--- config.mk ---
export PLATFORM = sky130hd
export DESIGN_NAME = window_slot_and_stack_manager_unit
export DESIGN_NICKNAME = d
export VERILOG_FILES = /design/src/wssm_pkg.sv /design/src/wssm_stack.sv /design/src/window_slot_and_stack_manager_unit.sv
export SDC_FILE = /design/constraint.sdc
export NUM_CORES = 1
export LEC_CHECK = 0
export ABC_AREA = 1
export BUFFER_PORTS_ARGS = -buffer_cell sky130_fd_sc_hd__buf_2
export CAP_MARGIN = 10
export CORE_MARGIN = 2
export CORE_UTILIZATION = 45
export DETAILED_ROUTE_END_ITERATION = 8
export SLEW_MARGIN = 10
export SYNTH_ARGS = -nofsm -noshare
export SYNTH_HDL_FRONTEND = slang
export SYNTH_SLANG_ARGS = --single-unit
--- constraint.sdc ---
create_clock -name clk -period 2.1 [get_ports clk]
set_input_delay 0.105 -clock clk [delete_from_list [all_inputs] [get_ports clk]]
set_output_delay 0.105 -clock clk [all_outputs]
set_load 0.02 [all_outputs]
--- src/wssm_pkg.sv ---
// Shared types and constants of the window slot and stack manager.
`default_nettype none
package wssm_pkg;

  // Pool size and derived widths (slot field is fixed at three bits)
  localparam int SLOT_COUNT = 8;
  localparam int SLOT_W     = 3;
  localparam int CNT_W      = 4;

  // Operation codes
  typedef enum logic [1:0] {
    OP_CREATE  = 2'd0,
    OP_DESTROY = 2'd1,
    OP_FRONT   = 2'd2
  } op_t;

  // Result status codes
  localparam logic [1:0] ST_DONE    = 2'd0;
  localparam logic [1:0] ST_FULL    = 2'd1;
  localparam logic [1:0] ST_IGNORED = 2'd2;

  // Kind of pass over the stacking list
  typedef enum logic {
    WALK_INSERT = 1'b0,
    WALK_REMOVE = 1'b1
  } walk_t;

  // Command from the controller to the stack walker
  typedef struct packed {
    logic              start;
    walk_t             kind;
    logic [SLOT_W-1:0] key;
    logic [CNT_W-1:0]  count;
  } wssm_cmd_t;

  // Response from the stack walker
  typedef struct packed {
    logic              done;
    logic [SLOT_W-1:0] top;
  } wssm_rsp_t;

endpackage
`default_nettype wire

--- src/wssm_stack.sv ---
// Stacking list storage and its one-entry-per-cycle walk engine.
`default_nettype none
module wssm_stack
  import wssm_pkg::*;
(
  input  wire logic      clk,
  input  wire logic      rst,
  input  wire wssm_cmd_t cmd,
  output wssm_rsp_t      rsp
);

  logic [SLOT_W-1:0] order [SLOT_COUNT];
  logic              active;
  walk_t             kind;
  logic [SLOT_W-1:0] key;
  logic [SLOT_W-1:0] carry;
  logic [CNT_W-1:0]  count;
  logic [CNT_W-1:0]  idx;
  logic [CNT_W-1:0]  idx_prev;
  logic              found;
  logic [SLOT_W-1:0] cur;
  logic              hit;
  logic              last;

  // One read and the shared comparator per cycle
  assign cur      = order[idx[SLOT_W-1:0]];
  assign hit      = (cur == key);
  assign idx_prev = idx - 1'b1;

  // Insert stops on the key or at the list end; remove runs to the end
  always_comb begin
    if (kind == WALK_INSERT) begin
      last = hit || (idx == count);
    end else begin
      last = (idx == count - 1'b1);
    end
  end

  assign rsp.done = active && last;
  assign rsp.top  = order[0];

  // Walk control
  always_ff @(posedge clk) begin
    if (rst) begin
      active <= 1'b0;
    end else if (cmd.start) begin
      active <= 1'b1;
    end else if (active && last) begin
      active <= 1'b0;
    end
  end

  // Walk datapath: insert ripples a carry down, remove closes the gap upward
  always_ff @(posedge clk) begin
    if (cmd.start) begin
      kind  <= cmd.kind;
      key   <= cmd.key;
      count <= cmd.count;
      carry <= cmd.key;
      idx   <= '0;
      found <= 1'b0;
    end else if (active) begin
      idx <= idx + 1'b1;
      case (kind)
        WALK_INSERT: begin
          order[idx[SLOT_W-1:0]] <= carry;
          carry                  <= cur;
        end
        default: begin
          if (found) begin
            order[idx_prev[SLOT_W-1:0]] <= cur;
          end
          found <= found | hit;
        end
      endcase
    end
  end

endmodule
`default_nettype wire

--- src/window_slot_and_stack_manager_unit.sv ---
// Top level of the window slot allocator with a front-to-back stacking list.
// One word is taken at a time. Create, destroy and bring-to-front of a busy
// slot walk the stacking list one entry per cycle through a single compare
// unit: create walks count+1 entries, destroy walks count entries, and
// bring-to-front walks up to the slot's position plus one. Pool-full and
// ignored operations skip the walk and show their result in the next cycle.
// in_ready is high again in the cycle after the result word is taken.
`default_nettype none
module window_slot_and_stack_manager_unit
  import wssm_pkg::*;
(
  input  wire logic              clk,
  input  wire logic              rst,
  input  wire logic              in_valid,
  output logic                   in_ready,
  input  wire logic [1:0]        operation,
  input  wire logic [SLOT_W-1:0] slot,
  output logic                   out_valid,
  input  wire logic              out_ready,
  output logic [1:0]             status,
  output logic [SLOT_W-1:0]      slot_id,
  output logic [CNT_W-1:0]       window_count,
  output logic [SLOT_W-1:0]      top_slot,
  output logic                   top_valid
);

  typedef enum logic [2:0] {
    S_IDLE = 3'b001,
    S_WALK = 3'b010,
    S_OUT  = 3'b100
  } state_t;

  state_t            state;
  logic [SLOT_COUNT-1:0] busy;
  logic [CNT_W-1:0]  live_count;
  logic [1:0]        status_r;
  logic [SLOT_W-1:0] slot_id_r;

  logic              accept;
  logic [SLOT_W-1:0] free_slot;
  logic              free_any;
  logic              do_walk;
  walk_t             walk_kind;
  logic [SLOT_W-1:0] walk_key;
  logic [1:0]        res_status;
  logic [SLOT_W-1:0] res_id;
  wssm_cmd_t         cmd;
  wssm_rsp_t         rsp;

  assign accept = in_valid && in_ready;

  // Lowest free slot
  always_comb begin
    free_slot = '0;
    for (int i = SLOT_COUNT - 1; i >= 0; i--) begin
      if (!busy[i]) begin
        free_slot = SLOT_W'(i);
      end
    end
  end
  assign free_any = ~&busy;

  // Decode of the incoming word; every slot code lies inside the pool
  always_comb begin
    do_walk    = 1'b0;
    walk_kind  = WALK_INSERT;
    walk_key   = slot;
    res_status = ST_IGNORED;
    res_id     = slot;
    case (operation)
      OP_CREATE: begin
        if (free_any) begin
          do_walk    = 1'b1;
          walk_key   = free_slot;
          res_status = ST_DONE;
          res_id     = free_slot;
        end else begin
          res_status = ST_FULL;
          res_id     = '0;
        end
      end
      OP_DESTROY: begin
        if (busy[slot]) begin
          do_walk    = 1'b1;
          walk_kind  = WALK_REMOVE;
          res_status = ST_DONE;
        end
      end
      OP_FRONT: begin
        if (busy[slot]) begin
          do_walk    = 1'b1;
          res_status = ST_DONE;
        end
      end
      default: begin
        do_walk = 1'b0;
      end
    endcase
  end

  // Walker command; count is the list length before this operation
  assign cmd.start = accept && do_walk;
  assign cmd.kind  = walk_kind;
  assign cmd.key   = walk_key;
  assign cmd.count = live_count;

  wssm_stack u_stack (
    .clk (clk),
    .rst (rst),
    .cmd (cmd),
    .rsp (rsp)
  );

  // Sequencer, pool bits and count
  always_ff @(posedge clk) begin
    if (rst) begin
      state      <= S_IDLE;
      busy       <= '0;
      live_count <= '0;
    end else begin
      unique case (state)
        S_IDLE: begin
          if (accept) begin
            if (do_walk) begin
              state <= S_WALK;
              if (operation == OP_CREATE) begin
                busy[free_slot] <= 1'b1;
                live_count      <= live_count + 1'b1;
              end else if (operation == OP_DESTROY) begin
                busy[slot] <= 1'b0;
                live_count <= live_count - 1'b1;
              end
            end else begin
              state <= S_OUT;
            end
          end
        end
        S_WALK: begin
          if (rsp.done) begin
            state <= S_OUT;
          end
        end
        S_OUT: begin
          if (out_ready) begin
            state <= S_IDLE;
          end
        end
        default: begin
          state <= S_IDLE;
        end
      endcase
    end
  end

  // Result payload held from acceptance
  always_ff @(posedge clk) begin
    if (accept) begin
      status_r  <= res_status;
      slot_id_r <= res_id;
    end
  end

  assign in_ready     = (state == S_IDLE);
  assign out_valid    = (state == S_OUT);
  assign status       = status_r;
  assign slot_id      = slot_id_r;
  assign window_count = live_count;
  assign top_valid    = (live_count != '0);
  assign top_slot     = top_valid ? rsp.top : '0;

endmodule
`default_nettype wire

Word level (Yosys, flattened, before mapping)

Memories as Yosys holds them, arrays and structs flattened. A register that Yosys moved wholly into a read port is not among the register bits.
Cells that the tools add are included.

Register bits: 37
Word-level logic and storage cells: 110
Bits in writable memories: 24
Output and inout port bits: 15
Input port bits: 9
Memories kept: 1

Memory list:

| memory        | words | bits a word | read ports | clocked after memory_dff | write ports | RTL line         | RTL |
|---|---|---|---|---|---|---|---|
| u_stack.order | 8     | 3           | 2          | 1                        | 1           | wssm_stack.sv:12 | `logic [SLOT_W-1:0] order [SLOT_COUNT];` |

Mux-type cells: 54
Equal/unequal tests: 12
Add/subtract/negate cells: 5
Reductions and logical operators: 18
Bitwise gates (word level): 4
$lt $le $gt $ge: 4

Operators with widths:

| operator            | number |
|---|---|
| $mux 3              | 24 |
| $mux 1              | 19 |
| $mux 8              | 2 |
| $pmux 3 s3          | 1 |
| $add 4x1->4 const B | 2 |
| $and 8x8->8         | 1 |
| $eq 4x4->1          | 2 |
| $lt 3x4->1 const B  | 2 |
| $mux 4              | 2 |
| $not 8->8           | 1 |
| $or 8x8->8          | 1 |
| $reduce_and 8->1    | 1 |
| $sub 4x1->4 const B | 2 |
| $demux 1 s3         | 2 |
| $ge 3x1->1 const B  | 2 |
| $reduce_bool 2->1   | 3 |
| $logic_and 1x1->1   | 5 |
| $ne 2x1->1 const B  | 2 |
| $ne 2x2->1 const B  | 2 |
| $pmux 2 s2          | 1 |
| $reduce_and 2->1    | 2 |
| $reduce_and 4->1    | 1 |
| $reduce_bool 4->1   | 1 |
| $bmux 1 s3          | 1 |
| other kinds (15)    | 15 |

Logic depth before layout (Yosys ltp)

Depth in word-level cells: 14
Gate-level depth with buffers: 18
Depth with buffers taken out: 16

By module

Synthesis repeated with hierarchy kept, for this count alone.

Cells, all modules: 435
Area, all modules: 3574.7 µm²

By module, submodules not included:

| module                             | area each (µm²) | cells an instance | times used | seq. area each (µm²) |
|---|---|---|---|---|
| wssm_stack                         | 2049.5          | 218               | 1          | 1231.2 |
| window_slot_and_stack_manager_unit | 1525.2          | 217               | 1          | 450.4 |

Worst setup path before layout

OpenSTA, ideal clock, no wires.

Kind: register to register
Start point: register state[2]
End point: memory u_stack.order[0][0], enable pin
Stages on the path, launching flop included: 11
Clock period less this slack: 2197 ps
Required time: 1781 ps
Buffers on the path: 1
Data arrival time: 1878 ps
Library setup time: 319 ps
Path slack: -97 ps
Cell sequence: dfxtp_1 > nor3_4 > inv_1 > nor2_1 > nand3_4 > nand2_2 > buf_6 > nand2_1 > o21ai_2 > nand2_1 > nor2_1

Longest elaborated chain between the ends: 7
Elaborated cells between the ends (all ways): 10
Classes of those cells: 1 x eq/ne; 6 x mux; 3 x reduce/logical

RTL lines:

| item                                                     | RTL line                                  | RTL |
|---|---|---|
| from (decl)                                              | window_slot_and_stack_manager_unit.sv:33  | `state_t state;` |
| from (signal assigned)                                   | window_slot_and_stack_manager_unit.sv:117 | `state <= S_IDLE;` |
| from (signal assigned)                                   | window_slot_and_stack_manager_unit.sv:125 | `state <= S_WALK;` |
| from (signal assigned)                                   | window_slot_and_stack_manager_unit.sv:134 | `state <= S_OUT;` |
| $eq 3x1->1 *                                             | window_slot_and_stack_manager_unit.sv:163 | `assign in_ready = (state == S_IDLE);` |
| net in_ready                                             | window_slot_and_stack_manager_unit.sv:15  | `output logic in_ready,` |
| $logic_and 1x1->1 *                                      | window_slot_and_stack_manager_unit.sv:50  | `assign accept = in_valid && in_ready;` |
| $logic_and 1x1->1 *                                      | window_slot_and_stack_manager_unit.sv:102 | `assign cmd.start = accept && do_walk;` |
| $mux 1                                                   | wssm_stack.sv:55                          | `if (cmd.start) begin` |
| $mux 1 (implied by the code)                             | wssm_stack.sv:71                          | `order[idx_prev[SLOT_W-1:0]] <= cur;` |
| $reduce_or 3->1 (no source line)                         | n/a                                       |  |
| $mux 3 (no source line) / $mux 1 (equally long branches) | n/a                                       |  |
| to (decl)                                                | wssm_stack.sv:12                          |  |

Mark *: on every way through the listed nets, which the timed path passes. The rest lies on a longest branch.

Worst setup path after layout

Start point: register busy[2]
End point: memory u_stack.order[5][0], enable pin

Longest elaborated chain between the ends: 9
Elaborated cells between the ends (all ways): 14
Classes of those cells: 11 x mux; 3 x reduce/logical

RTL lines:

| item                                                     | RTL line                                                                           | RTL |
|---|---|---|
| from (decl)                                              | window_slot_and_stack_manager_unit.sv:34                                           | `logic [SLOT_COUNT-1:0] busy;` |
| from (signal assigned)                                   | window_slot_and_stack_manager_unit.sv:118                                          | `busy <= '0;` |
| from (signal, indexed assignment)                        | window_slot_and_stack_manager_unit.sv:127                                          | `busy[free_slot] <= 1'b1;` |
| from (signal, indexed assignment)                        | window_slot_and_stack_manager_unit.sv:130                                          | `busy[slot] <= 1'b0;` |
| $bmux 1 s3                                               | window_slot_and_stack_manager_unit.sv:83, window_slot_and_stack_manager_unit.sv:90 |  |
| $mux 1 (implied by the code)                             | window_slot_and_stack_manager_unit.sv:83, window_slot_and_stack_manager_unit.sv:90 |  |
| $mux 1                                                   | window_slot_and_stack_manager_unit.sv:83, window_slot_and_stack_manager_unit.sv:90 |  |
| $pmux 1 s2 *                                             | window_slot_and_stack_manager_unit.sv:70                                           | `case (operation)` |
| $logic_and 1x1->1 *                                      | window_slot_and_stack_manager_unit.sv:102                                          |  |
| $mux 1                                                   | wssm_stack.sv:55                                                                   |  |
| $mux 1 (implied by the code)                             | wssm_stack.sv:71                                                                   |  |
| $reduce_or 3->1 (no source line)                         | n/a                                                                                |  |
| $mux 3 (no source line) / $mux 1 (equally long branches) | n/a                                                                                |  |

Every way passes the cells marked *; elsewhere a longest branch is shown, timed or not. The select of a mux whose other input is x is not followed.

==> impl_metrics.ini <==
[timing]
holdWs_ns = 0.0641
tightest_slew_ns = 0.701
finalMaxSlewViolations = 0
grt_setup_unrepaired = yes
finalCritPeriodShare_pct = 94.7
fin_crit_ns = 1.99
post-route-worst-setup-slack_ns = 0.111
setup_viol = 0
maxClockFrequency_mhz = 503
tns_ns = 0
hold_viol = 0
slew_headroom_pct = 52.8
skew_ns = 0.0109

[hold_path]
min_to = state[2]$_SDFFE_PP0P_
min_path_type = in -> reg
hp-start = out_ready
hold_depth = 4

[floorplanning]
die_area_um2 = 8310
core_um2 = 7290
rows = 31
die_y_um = 91.2
fp.dieW_um = 91.2
pin_count = 24
start_util_pct = 46.9

[placed_design]
finalWeightedCongestion = 0.882
pre_cts_ws_ns = -0.109
hpwl_mm = 5.44
dpl_cell_area_um2 = 3800
io_buffer_count = 23

[grt]
antenna_found_initial = 0
first_global_vias = 2670
grt_start_max_net_pins = 16
grt-ovfl-total = 0
grt_pass1_wl_mm = 12.3
grtUsageTotal_pct = 18.9

[critical_path]
cp_top_family = simple AND/OR/NAND/NOR gates
cp_common_cell = nand2_1
crit_cells = 16
crit_buf_inv = 3
slowest_stage = dfxtp_2
worstPathCellList = inv_2 -> o21ai_2 -> nand2_1 -> nand2_1 -> nand2_1 -> nand2_1 -> nand2_2 -> nand2_4 -> nand3_4 -> nand2_4 -> buf_6 -> nand2_4 -> o21ai_4 -> nand2_2 -> nor2_1 -> buf_4
r2r-end = u_stack.order[5][0]$_DFFE_PP_
path_max_fanout = 8
required_ns = 2.16
crit_arrival_ns = 2.05
rr_worst_depth = 16
timing.rr.start = busy[2]$_SDFFE_PP0P_
startpoint_type = flop
rrSetupSlack_ns = 0.11
end_kind = flop
crit_type = reg -> reg
max_stage_delay_ns = 0.33

[synth]
syn-cell-area_um2 = 3420
avgSynthCellArea_um2 = 8.42
synth.distinct_cells = 40
synth-seq-cells = 64
seq_area_frac_synth_pct = 49.2
syn_inst = 406
synth_fp_nets = 424
yosys_warnings = 0

[outcome]
status = complete, no violations

[cells_and_area]
area_growth_syn_to_layout_pct = 22.6
n_fill_cell = 706
final_area_um2 = 4190
nNetsFinal = 480
fin_util_pct = 57.5
diodes = 0
drive_gt1_share_pct = 27.2

[cts]
cts.clk_slew.worst_paths_ns = 0.07
insertion_delay_ns = 0.34
cts_buffers = 9
root_buffer = clkbuf_8
htree_num_levels = 3
cts_sinks = 64
holdBufCountCts = 0
cts_tree = done
max-clock-path-buffers = 2

[route]
routed_wl_mm = 7.30
detail-route-antenna-nets = 0
vias_per_cell = 4.83
wl_per_cell_um = 12.9
drcViolationCount = 0
route.vias.total = 2736
drt_iter0_drc = 92
first_pass_iters = 4

[power_and_ir_drop]
vdd_drop_max_mv = 0.621
leakage_uw = 0.00187
power_density_nw_per_um2 = 949

[job]
cap_violations = 0
-- worst max-delay path by stage --
stage	start	end
2_1_floorplan	state[2]$_SDFFE_PP0P_	u_stack.order[0][0]$_DFFE_PP_
3_3_place_gp	busy[0]$_SDFFE_PP0P_	u_stack.order[4][0]$_DFFE_PP_
3_5_place_dp	busy[0]$_SDFFE_PP0P_	u_stack.order[4][1]$_DFFE_PP_
4_1_cts	busy[0]$_SDFFE_PP0P_	u_stack.order[0][0]$_DFFE_PP_
5_1_grt	busy[3]$_SDFFE_PP0P_	u_stack.order[7][0]$_DFFE_PP_
6_report	busy[2]$_SDFFE_PP0P_	u_stack.order[5][0]$_DFFE_PP_
-- layer usage --
metal	vias to the layer above	part of all wire (%)	global-route usage, %
li1	1426	-	-
met1	1245	45	24.1
met2	52	49	31.1
met3	13	3.6	3.57
met4	0	2.4	8.59
met5	-	0	0
-- power by group --
group	internal, µW	switching, µW
clock	668	494
sequential	1470	106
combinational	474	765
-- cell usage in the layout, fill, tap and decap left out, types with 4 or more instances in the layout --
cell type,synthesis,final
nor2_1,31,24
buf_2,3,23
nand2_1,88,78
nand3_1,30,30
clkbuf_8,0,9
nand2_2,3,11
buf_4,4,31
nor3_2,4,4
edfxtp_1,40,40
xnor2_1,7,7
o21ai_0,19,17
nor3_1,14,14
inv_2,4,7
a21oi_1,20,20
xor2_1,6,5
nor2_4,0,5
o21ai_1,6,6
dfxtp_2,0,7
dfxtp_1,24,16
ha_1,8,8
inv_1,65,61
-- worst min-delay path: stages --
cell,delay [ns]
buf_2,0.07
inv_1,0.03
nand2_1,0.09
a21oi_1,0.07
-- layout make-up --
| cell class | instances | area, µm² | area share, % |
|---|---|---|---|
| tap | 99 | 124 | 2.96 |
| sequential | 64 | 1690 | 40.4 |
| multi-input combinational | 258 | 1480 | 35.3 |
| inverter | 71 | 275 | 6.57 |
| timing repair buffer | 58 | 402 | 9.58 |
| clock buffer | 9 | 124 | 2.96 |
| clock inverter | 7 | 93.8 | 2.24 |
-- state kept, by name, summed over array words and instances (netlist names), named ones only --
register and cells:
busy 8, slot_id 3, state 3, status 2, u_stack.active 1, u_stack.carry 3
u_stack.count 4, u_stack.found 1, u_stack.idx 4, u_stack.key 3, u_stack.kind 1, u_stack.order 24
window_count 4
-- cells in the mapped netlist, drive strengths merged --
master,n,area share (%)
nor2,32,3.6
nor3,19,3.7
o31ai,2,0.44
a31oi,1,0.18
fa,1,0.59
a31o,1,0.26
nand3,31,4.9
ha,8,2.9
inv,70,7.8
nand4,2,0.37
xor2,6,1.5
a21oi,21,3.4
nor4,1,0.18
o21ai,27,4.2
clkbuf,2,0.22
o211ai,1,0.22
or2,2,0.37
a211oi,2,0.44
a21o,1,0.22
o21a,1,0.22
dfxtp,24,14
nand2,92,11
xnor2,7,1.8
clkinv,1,0.11
buf,11,2.6
edfxtp,40,35
-- repair_timing --
action | CTS | global route
gates resized for setup | 1 | 46
gates cloned | 0 | 0
endpoints found under the setup margin | 15 | 45
setup buffers | 0 | 4
pin swaps | 0 | 3
-- logic make-up (layout without fill, tap and decap cells) --
logic type / count (synthesis) / count (layout) / synth area share (%)
AND/OR/NAND/NOR: 179 / 179 / 23.6
buffers and inverters: 84 / 145 / 10.8
flip-flops: 64 / 64 / 49.2
AO/OA/AOI/OAI: 57 / 57 / 9.55
XOR/XNOR: 13 / 13 / 3.33
adder cells (fa/ha/maj): 9 / 9 / 3.51
-- per-stage QoR --
stage                     power (µW)  std cells
after floorplan                 2290        406
after global placement          2640        546
after detailed placement        2650        546
after CTS                       3810        562
after global routing            4210        566
final                           3980        566
Power figures use the tool's default switching activity.
